### src/hdl/tod_pkg.sv
// Shared constants, opcodes and pipeline payload types for the time-of-day ALU.
package tod_pkg;

    localparam int FACTOR_WIDTH = 16;
    localparam int TIME_W       = 17;
    localparam int PROD_W       = TIME_W + FACTOR_WIDTH - 1;
    localparam int DIV_W        = (FACTOR_WIDTH > TIME_W) ? FACTOR_WIDTH : TIME_W;

    localparam int DAY_SECONDS   = 86400;
    localparam int LAST_SECOND   = 86399;
    localparam int SECS_PER_HOUR = 3600;
    localparam int SECS_PER_MIN  = 60;

    // floor(x/3600) = (x*37283)>>27 and floor(x/60) = (x*2185)>>17 over the ranges used
    localparam int HOUR_RECIP = 37283;
    localparam int HOUR_SHIFT = 27;
    localparam int MIN_RECIP  = 2185;
    localparam int MIN_SHIFT  = 17;

    typedef enum logic [2:0] {
        OP_INC  = 3'd0,
        OP_DEC  = 3'd1,
        OP_ADD  = 3'd2,
        OP_SUB  = 3'd3,
        OP_MUL  = 3'd4,
        OP_DIVF = 3'd5,
        OP_DIVT = 3'd6,
        OP_PASS = 3'd7
    } op_t;

    typedef struct packed {
        logic [TIME_W-1:0] simple;
        logic              neg;
        op_t               op;
        logic              less;
        logic              equal;
        logic              err;
    } side_t;

    typedef struct packed {
        logic [DIV_W-1:0]  rem;
        logic [PROD_W-1:0] dvd;
        logic [PROD_W-1:0] quo;
        logic [DIV_W-1:0]  dvs;
        side_t             side;
    } div_t;

endpackage

### src/hdl/time_of_day_modular_alu.sv
// Top level of the time-of-day modulo-86400 ALU.
// Pipeline: 2 front stages, one stage per product bit in the restoring divider,
// 5 back stages with the output register.
// Throughput: one beat per cycle; the whole pipeline holds while a result is stalled.
// Reset: rst_n clears all valid bits asynchronously; data registers are not reset.
module time_of_day_modular_alu (
    input  logic                              clk,
    input  logic                              rst_n,
    input  logic                              in_valid,
    output logic                              in_ready,
    input  logic [2:0]                        opcode,
    input  logic [tod_pkg::TIME_W-1:0]        time_a,
    input  logic [tod_pkg::TIME_W-1:0]        time_b,
    input  logic [tod_pkg::FACTOR_WIDTH-1:0]  factor,
    output logic                              out_valid,
    input  logic                              out_ready,
    output logic [tod_pkg::TIME_W-1:0]        result_time,
    output logic [4:0]                        hours,
    output logic [5:0]                        minutes,
    output logic [5:0]                        seconds,
    output logic [tod_pkg::TIME_W-1:0]        quotient,
    output logic                              a_less,
    output logic                              a_equal,
    output logic                              div_error
);
    import tod_pkg::*;

    logic  en;
    logic  f_vld, d_vld;
    div_t  f_dat, d_dat;

    assign en       = !out_valid || out_ready;
    assign in_ready = en;

    tod_front u_front (
        .clk     (clk),
        .rst_n   (rst_n),
        .en      (en),
        .vld_in  (in_valid),
        .opcode  (opcode),
        .time_a  (time_a),
        .time_b  (time_b),
        .factor  (factor),
        .vld_out (f_vld),
        .dat_out (f_dat)
    );

    tod_divider u_div (
        .clk     (clk),
        .rst_n   (rst_n),
        .en      (en),
        .vld_in  (f_vld),
        .dat_in  (f_dat),
        .vld_out (d_vld),
        .dat_out (d_dat)
    );

    tod_back u_back (
        .clk         (clk),
        .rst_n       (rst_n),
        .en          (en),
        .vld_in      (d_vld),
        .dat_in      (d_dat),
        .vld_out     (out_valid),
        .result_time (result_time),
        .hours       (hours),
        .minutes     (minutes),
        .seconds     (seconds),
        .quotient    (quotient),
        .a_less      (a_less),
        .a_equal     (a_equal),
        .div_error   (div_error)
    );

    a_err_zero: assert property (@(posedge clk) disable iff (!rst_n)
        out_valid && div_error |-> result_time == '0 && quotient == '0)
        else $error("division error without zero result");

    a_range: assert property (@(posedge clk) disable iff (!rst_n)
        out_valid |-> result_time < TIME_W'(DAY_SECONDS))
        else $error("result out of day range");

    a_split: assert property (@(posedge clk) disable iff (!rst_n)
        out_valid |-> (22'(hours) * 22'(SECS_PER_HOUR) + 22'(minutes) * 22'(SECS_PER_MIN)
                       + 22'(seconds)) == 22'(result_time))
        else $error("time split does not match result");

    a_flags: assert property (@(posedge clk) disable iff (!rst_n)
        out_valid |-> !(a_less && a_equal))
        else $error("less and equal both set");

    a_hold: assert property (@(posedge clk) disable iff (!rst_n)
        out_valid && !out_ready |=> out_valid && $stable(result_time) && $stable(quotient))
        else $error("stalled result changed");

endmodule

### src/hdl/tod_front.sv
// Front end: operand reduction, factor magnitude, product, simple-op results, compare flags and divider operand select.
module tod_front (
    input  logic                               clk,
    input  logic                               rst_n,
    input  logic                               en,
    input  logic                               vld_in,
    input  logic [2:0]                         opcode,
    input  logic [tod_pkg::TIME_W-1:0]         time_a,
    input  logic [tod_pkg::TIME_W-1:0]         time_b,
    input  logic [tod_pkg::FACTOR_WIDTH-1:0]   factor,
    output logic                               vld_out,
    output tod_pkg::div_t                      dat_out
);
    import tod_pkg::*;

    localparam logic [TIME_W-1:0] DAY  = TIME_W'(DAY_SECONDS);
    localparam logic [TIME_W-1:0] LAST = TIME_W'(LAST_SECOND);

    logic                    v1_reg;
    op_t                     op1_reg;
    logic [TIME_W-1:0]       a1_reg, b1_reg;
    logic [FACTOR_WIDTH-1:0] fmag1_reg;
    logic                    fneg1_reg;

    logic [TIME_W-1:0]       a_next, b_next;
    logic [FACTOR_WIDTH-1:0] fmag_next;

    logic [TIME_W+FACTOR_WIDTH-1:0] prod;
    logic [TIME_W:0]                sum;
    logic [TIME_W-1:0]              simple;
    div_t                           d_next;
    div_t                           d_reg;
    logic                           v2_reg;

    always_comb
    begin
        a_next    = (time_a >= DAY) ? time_a - DAY : time_a;
        b_next    = (time_b >= DAY) ? time_b - DAY : time_b;
        fmag_next = factor[FACTOR_WIDTH-1] ? (~factor + 1'b1) : factor;
    end

    always_ff @(posedge clk or negedge rst_n)
    begin
        if (!rst_n)
        begin
            v1_reg <= 1'b0;
            v2_reg <= 1'b0;
        end
        else if (en)
        begin
            v1_reg <= vld_in;
            v2_reg <= v1_reg;
        end
    end

    always_ff @(posedge clk)
    begin
        if (en)
        begin
            op1_reg   <= op_t'(opcode);
            a1_reg    <= a_next;
            b1_reg    <= b_next;
            fmag1_reg <= fmag_next;
            fneg1_reg <= factor[FACTOR_WIDTH-1];
            d_reg     <= d_next;
        end
    end

    always_comb
    begin
        prod = {{FACTOR_WIDTH{1'b0}}, a1_reg} * {{TIME_W{1'b0}}, fmag1_reg};
        sum  = {1'b0, a1_reg} + {1'b0, b1_reg};
        case (op1_reg)
            OP_INC:  simple = (a1_reg == LAST) ? '0 : a1_reg + 1'b1;
            OP_DEC:  simple = (a1_reg == '0) ? LAST : a1_reg - 1'b1;
            OP_ADD:  simple = (sum >= {1'b0, DAY}) ? TIME_W'(sum - {1'b0, DAY})
                                                  : sum[TIME_W-1:0];
            OP_SUB:  simple = (a1_reg >= b1_reg) ? a1_reg - b1_reg
                                                 : TIME_W'(sum[TIME_W-1:0] + DAY
                                                   - b1_reg - b1_reg);
            OP_PASS: simple = a1_reg;
            default: simple = '0;
        endcase

        d_next             = '0;
        d_next.side.simple = simple;
        d_next.side.op     = op1_reg;
        d_next.side.less   = a1_reg < b1_reg;
        d_next.side.equal  = a1_reg == b1_reg;
        d_next.dvd         = PROD_W'(a1_reg);
        case (op1_reg)
            OP_MUL:
            begin
                d_next.dvd      = prod[PROD_W-1:0];
                d_next.dvs      = DIV_W'(DAY_SECONDS);
                d_next.side.neg = fneg1_reg;
            end
            OP_DIVF:
            begin
                d_next.dvs      = DIV_W'(fmag1_reg);
                d_next.side.neg = fneg1_reg;
                d_next.side.err = (fmag1_reg == '0);
            end
            OP_DIVT:
            begin
                d_next.dvs      = DIV_W'(b1_reg);
                d_next.side.err = (b1_reg == '0);
            end
            default:
            begin
                d_next.dvs = DIV_W'(DAY_SECONDS);
            end
        endcase
    end

    assign vld_out = v2_reg;
    assign dat_out = d_reg;

endmodule

### src/hdl/tod_divider.sv
// Restoring divider pipeline: one quotient bit per register stage.
module tod_divider (
    input  logic           clk,
    input  logic           rst_n,
    input  logic           en,
    input  logic           vld_in,
    input  tod_pkg::div_t  dat_in,
    output logic           vld_out,
    output tod_pkg::div_t  dat_out
);
    import tod_pkg::*;

    function automatic div_t div_step(div_t d);
        logic [DIV_W:0] trial;
        logic           ge;
        div_t           r;
        trial = {d.rem, d.dvd[PROD_W-1]};
        ge    = trial >= {1'b0, d.dvs};
        r     = d;
        r.rem = ge ? DIV_W'(trial - {1'b0, d.dvs}) : trial[DIV_W-1:0];
        r.dvd = {d.dvd[PROD_W-2:0], 1'b0};
        r.quo = {d.quo[PROD_W-2:0], ge};
        return r;
    endfunction

    logic [PROD_W-1:0] v_reg;
    div_t              d_reg [PROD_W];

    always_ff @(posedge clk or negedge rst_n)
    begin
        if (!rst_n)
        begin
            v_reg <= '0;
        end
        else if (en)
        begin
            v_reg <= {v_reg[PROD_W-2:0], vld_in};
        end
    end

    always_ff @(posedge clk)
    begin
        if (en)
        begin
            d_reg[0] <= div_step(dat_in);
            for (int i = 1; i < PROD_W; i++)
            begin
                d_reg[i] <= div_step(d_reg[i-1]);
            end
        end
    end

    assign vld_out = v_reg[PROD_W-1];
    assign dat_out = d_reg[PROD_W-1];

endmodule

### src/hdl/tod_back.sv
// Back end: result select, sign fix-up and hours/minutes/seconds split.
module tod_back (
    input  logic                        clk,
    input  logic                        rst_n,
    input  logic                        en,
    input  logic                        vld_in,
    input  tod_pkg::div_t               dat_in,
    output logic                        vld_out,
    output logic [tod_pkg::TIME_W-1:0]  result_time,
    output logic [4:0]                  hours,
    output logic [5:0]                  minutes,
    output logic [5:0]                  seconds,
    output logic [tod_pkg::TIME_W-1:0]  quotient,
    output logic                        a_less,
    output logic                        a_equal,
    output logic                        div_error
);
    import tod_pkg::*;

    localparam logic [TIME_W-1:0] DAY = TIME_W'(DAY_SECONDS);

    typedef struct packed {
        logic [TIME_W-1:0] res;
        logic [TIME_W-1:0] quo;
        logic              less;
        logic              equal;
        logic              err;
    } res_t;

    logic [4:0] v_reg;
    res_t       r1_reg, r2_reg, r3_reg, r4_reg, r5_reg;
    logic [4:0] h2_reg, h3_reg, h4_reg, h5_reg;
    logic [11:0] rm3_reg, rm4_reg;
    logic [5:0] m5_reg, s5_reg;

    res_t                r1_next;
    logic [TIME_W-1:0]   rmd, q;
    logic [TIME_W+15:0]  hprod;
    logic [22:0]         mprod;

    always_comb
    begin
        rmd = TIME_W'(dat_in.rem);
        q   = dat_in.quo[TIME_W-1:0];
        r1_next       = '0;
        r1_next.less  = dat_in.side.less;
        r1_next.equal = dat_in.side.equal;
        r1_next.err   = dat_in.side.err;
        case (dat_in.side.op)
            OP_MUL:  r1_next.res = (dat_in.side.neg && rmd != '0) ? DAY - rmd : rmd;
            OP_DIVF: r1_next.res = (dat_in.side.neg && q != '0) ? DAY - q : q;
            OP_DIVT: r1_next.quo = q;
            default: r1_next.res = dat_in.side.simple;
        endcase
        if (dat_in.side.err)
        begin
            r1_next.res = '0;
            r1_next.quo = '0;
        end
        hprod = {16'b0, r1_reg.res} * (TIME_W+16)'(HOUR_RECIP);
        mprod = {11'b0, rm4_reg} * 23'(MIN_RECIP);
    end

    always_ff @(posedge clk or negedge rst_n)
    begin
        if (!rst_n)
        begin
            v_reg <= '0;
        end
        else if (en)
        begin
            v_reg <= {v_reg[3:0], vld_in};
        end
    end

    always_ff @(posedge clk)
    begin
        if (en)
        begin
            r1_reg  <= r1_next;
            r2_reg  <= r1_reg;
            h2_reg  <= hprod[HOUR_SHIFT+4:HOUR_SHIFT];
            r3_reg  <= r2_reg;
            h3_reg  <= h2_reg;
            r4_reg  <= r3_reg;
            h4_reg  <= h3_reg;
            rm3_reg <= 12'(r2_reg.res - {{(TIME_W-5){1'b0}}, h2_reg}
                           * TIME_W'(SECS_PER_HOUR));
            rm4_reg <= rm3_reg;
            r5_reg  <= r4_reg;
            h5_reg  <= h4_reg;
            m5_reg  <= mprod[MIN_SHIFT+5:MIN_SHIFT];
            s5_reg  <= 6'(rm4_reg - {6'b0, mprod[MIN_SHIFT+5:MIN_SHIFT]}
                          * 12'(SECS_PER_MIN));
        end
    end

    assign vld_out     = v_reg[4];
    assign result_time = r5_reg.res;
    assign hours       = h5_reg;
    assign minutes     = m5_reg;
    assign seconds     = s5_reg;
    assign quotient    = r5_reg.quo;
    assign a_less      = r5_reg.less;
    assign a_equal     = r5_reg.equal;
    assign div_error   = r5_reg.err;

endmodule
### config.mk
export PLATFORM = sky130hd
export DESIGN_NAME = time_of_day_modular_alu
export DESIGN_NICKNAME = d
export VERILOG_FILES = /design/src/hdl/tod_pkg.sv /design/src/hdl/time_of_day_modular_alu.sv /design/src/hdl/tod_front.sv /design/src/hdl/tod_divider.sv /design/src/hdl/tod_back.sv
export SDC_FILE = /design/constraint.sdc
export NUM_CORES = 2
export LEC_CHECK = 0
export BUFFER_PORTS_ARGS = -buffer_cell sky130_fd_sc_hd__buf_2
export CAP_MARGIN = 25
export CORE_ASPECT_RATIO = 0.75
export CORE_UTILIZATION = 54
export CTS_CLUSTER_DIAMETER = 200
export DETAILED_ROUTE_END_ITERATION = 8
export GPL_TIMING_DRIVEN = 0
export PLACE_DENSITY = 0.74
export SETUP_SLACK_MARGIN = 0.1
export SYNTH_ARGS = -nofsm -noshare
export SYNTH_HDL_FRONTEND = slang
export SYNTH_SLANG_ARGS = --single-unit
### constraint.sdc
create_clock -name clk -period 378 [get_ports clk]
set_input_delay 75.6 -clock clk [delete_from_list [all_inputs] [get_ports clk]]
set_output_delay 75.6 -clock clk [all_outputs]
set_load 0.02 [all_outputs]
==> flow_summary_export.csv <==
group,metric,value,unit
status,status,"finished, violations left",
status,violations,"design-rule violations",
routing,drc,18,
timing,clock.fmax,0.00651,GHz
timing,fin_skew,0.0482,ns
synth,yosysWarnings,0,
cts,clk_pin_slew_worst_paths,0.06,ns
synth,synth_area_leaders,"edfxtp_1 62%, ha_1 8.4%, fa_1 4.4%",
timing,period_share,40.6,%
floorplan,die_area,258000,µm²
global_route,grt_pass1_vias,77800,
cells_and_area,largest_reg_flops,2488,
cts,cts_max_level,5,
cells_and_area,drive_gt1_share,8.00,%
global_route,grt.overflow.total,0,
floorplan,ios,113,
floorplan,die-height,440,µm
timing,hold_viol_final,0,
cells_and_area,fin_nets,11900,
critical_path,startpoint,"out_ready",
synth,synth_nets,11500,
routing,route.antenna.remaining_nets,0,
cells_and_area,area_growth,10.9,%
global_route,grt_max_degree,81,
global_route,grt_pass1_wl,438,mm
global_route,met2_usage,32.0,%
synth,ys_top_cells_by_count,"2846 x edfxtp_1, 1128 x inv_1, 925 x ha_1",
cts,hold_buffers,0,
job,maxCapViolCount,0,
timing,whs,0.370,ns
cts,post_cts_buffers,0,
routing,wl_per_cell,19.7,µm
global_route,grt_use_total,21.7,%
synth,ys_seq_elements,2885,
placed_design,post_dp_cell_area,144000,µm²
routing,routed_wl,280,mm
global_route,antenna_found_initial,13,
cts,insertion_delay,0.87,ns
critical_path,worstReg2RegStart,"u_front.a1_reg[5]",
synth,yosysMostFrequentCell,"edfxtp_1",
floorplan,initial_core_util,54.5,%
timing,fin_crit,153.55,ns
critical_path,cp_top_family,"buffers and inverters",
global_route,grt_busiest_layer,"met1",
critical_path,cp-start-kind,"input pin",
placed_design,gp_congestion,0.933,
cts,post_cts_resized,0,
routing,dr.pass1.iters,8,
synth,synth-edff-count,2846,
synth,syn-cell-area,138000,µm²
hold_path,hp-class,"reg2reg",
timing,rsz0062_at_grt,"no",
critical_path,path_max_fanout,69,
critical_path,crit_type,"in2out",
synth,ys_types,98,
cts,cts.sinks,2885,
synth,ys_seq_area_share,62.5,%
cells_and_area,design_area,153000,µm²
critical_path,critPathRequiredTime,302.40,ns
cells_and_area,nFillCells,19200,
critical_path,cp_slowest_cell,"clkbuf_4",
cells_and_area,finish.utilization,60.4,%
cells_and_area,register_area,86400,µm²
synth,synth_cells,10200,
timing,drv_slew,0,
floorplan,core_region_area,254000,µm²
global_route,grt_util_met3,3.75,%
cells_and_area,multi_input_area,46900,µm²
routing,vias,79300,
routing,vias_per_cell,5.57,
hold_path,min_from,"u_div.d_reg[0][442]",
synth,netlist.area_leader.share,61.8,%
timing,fin_setup_tns,0,ns
synth,avgSynthCellArea,13.6,µm²
cts,cts_buffers,287,
synth,ys_async_sr_fraction,1.35,%
floorplan,die_x,586,µm
global_route,met1_usage,33.6,%
routing,drt_iter0_drc,6880,
placed_design,io_buffers,112,
cts,cts-root-buf,"clkbuf_16",
timing,slew_headroom,27.6,%
placed_design,place_hpwl,204,mm
cts,clk_path_buf_depth,4,
cts,tritoncts,"yes",
critical_path,crit_top_cell,"buf_16",
floorplan,row_count,160,
critical_path,crit_path_max_incr_delay,0.66,ns
critical_path,worst_ep_arrival_time,77.95,ns
critical_path,path_buf_inv,6,
timing,final-setup-viol-count,0,
timing,worstMarginPinSlew,1.08,ns
synth,ys.flop_type,"edfxtp_1",
critical_path,r2r_setup_slack,368.86,ns
synth,yosys.area.top_type,"edfxtp_1",
critical_path,end_kind,"output port",
critical_path,path_cells,"buf_2 > nand2b_1 > clkbuf_4 > buf_16 > buf_16 > buf_16 > buf_2",
==> area by class of cell <==
cell class	instances	area share (%)
Antenna cell	4	0.00652
Buffer	195	0.504
Clock buffer	343	4.91
Clock inverter	148	1.01
Inverter	1133	2.77
Multi-Input combinational cell	5967	30.6
Sequential cell	2885	56.3
Tap cell	3402	2.77
Timing Repair Buffer	159	1.15
==> cells in the final DEF (no fill, tap or decap), types with 50 or more instances in the layout <==
cell,instances
a211oi_1,50
a21o_1,183
a21oi_1,521
a31oi_1,55
and2_1,164
buf_2,133
clkbuf_1,209
clkbuf_16,293
clkinv_1,52
edfxtp_1,2846
fa_1,306
ha_1,925
inv_1,1128
mux2_2,207
mux2i_1,51
nand2_1,650
nand2b_1,82
nand3_1,119
nand4_1,91
nor2_1,558
nor2b_1,124
nor3_1,146
o21a_1,64
o21ai_0,424
or3_1,65
xnor2_1,356
xor2_1,173
==> metal layers <==
layer | wire length (µm) | vias up
li1 | - | 37800
met1 | 135000 | 38700
met2 | 120000 | 2416
met3 | 19400 | 410
met4 | 5550 | 4
met5 | 22 | -
==> path summary, 6_finish.rpt <==
kind	to	depth (start not counted)
max in group asynchronous	u_div.v_reg[16]	1
setup reg to reg	u_front.dat_out[102]	23
hold reg to reg	u_div.d_reg[0][564]	0
hold / removal	u_div.d_reg[0][564]	0
setup / recovery	in_ready	7
min in group asynchronous	u_back.v_reg[4]	1
==> per-stage QoR <==
| stage | setup WS [ns] | instances |
|---|---|---|
| 4_1_cts | 224.42 | 14200 |
| 3_3_place_gp | 116.20 | 13700 |
| 5_1_grt | 224.25 | 14200 |
| 6_report | 224.45 | 14200 |
| 3_5_place_dp | 224.43 | 13700 |
| 2_1_floorplan | 149.83 | 10200 |
==> cells by family (layout without fill, tap and decap cells) <==
kind of cell	after synthesis	count (layout)	synth area share, %
buf+inv	1328	1978	3.63
simple gates	2184	2184	7.58
flops	2885	2885	62.5
xor+xnor	530	530	3.36
fa+ha+maj	1231	1231	12.8
compound gates	1717	1717	7.72
mux	305	305	2.44
other cells	0	4	0
==> worst reg2reg max path, cell delays in order, from the launching register on <==
cell and delay (ns):
edfxtp_1 0.50, clkbuf_1 0.30, clkbuf_1 0.72, clkbuf_1 0.58, and2_1 0.25, fa_1 0.41
inv_1 0.10, fa_1 0.42, fa_1 0.51, inv_1 0.04, ha_1 0.32, fa_1 0.55
inv_1 0.06, fa_1 0.55, inv_1 0.06, ha_1 0.37, a21o_1 0.21, a2111oi_0 0.39
o21bai_1 0.17, o21ai_1 0.50, o31ai_1 0.37, a2111oi_0 0.61, nor2_1 0.19, nor3_1 0.65
Power is left out: the tool's default activity adds up to more than one toggle a clock period on the data nets, which glitch-free logic cannot reach.
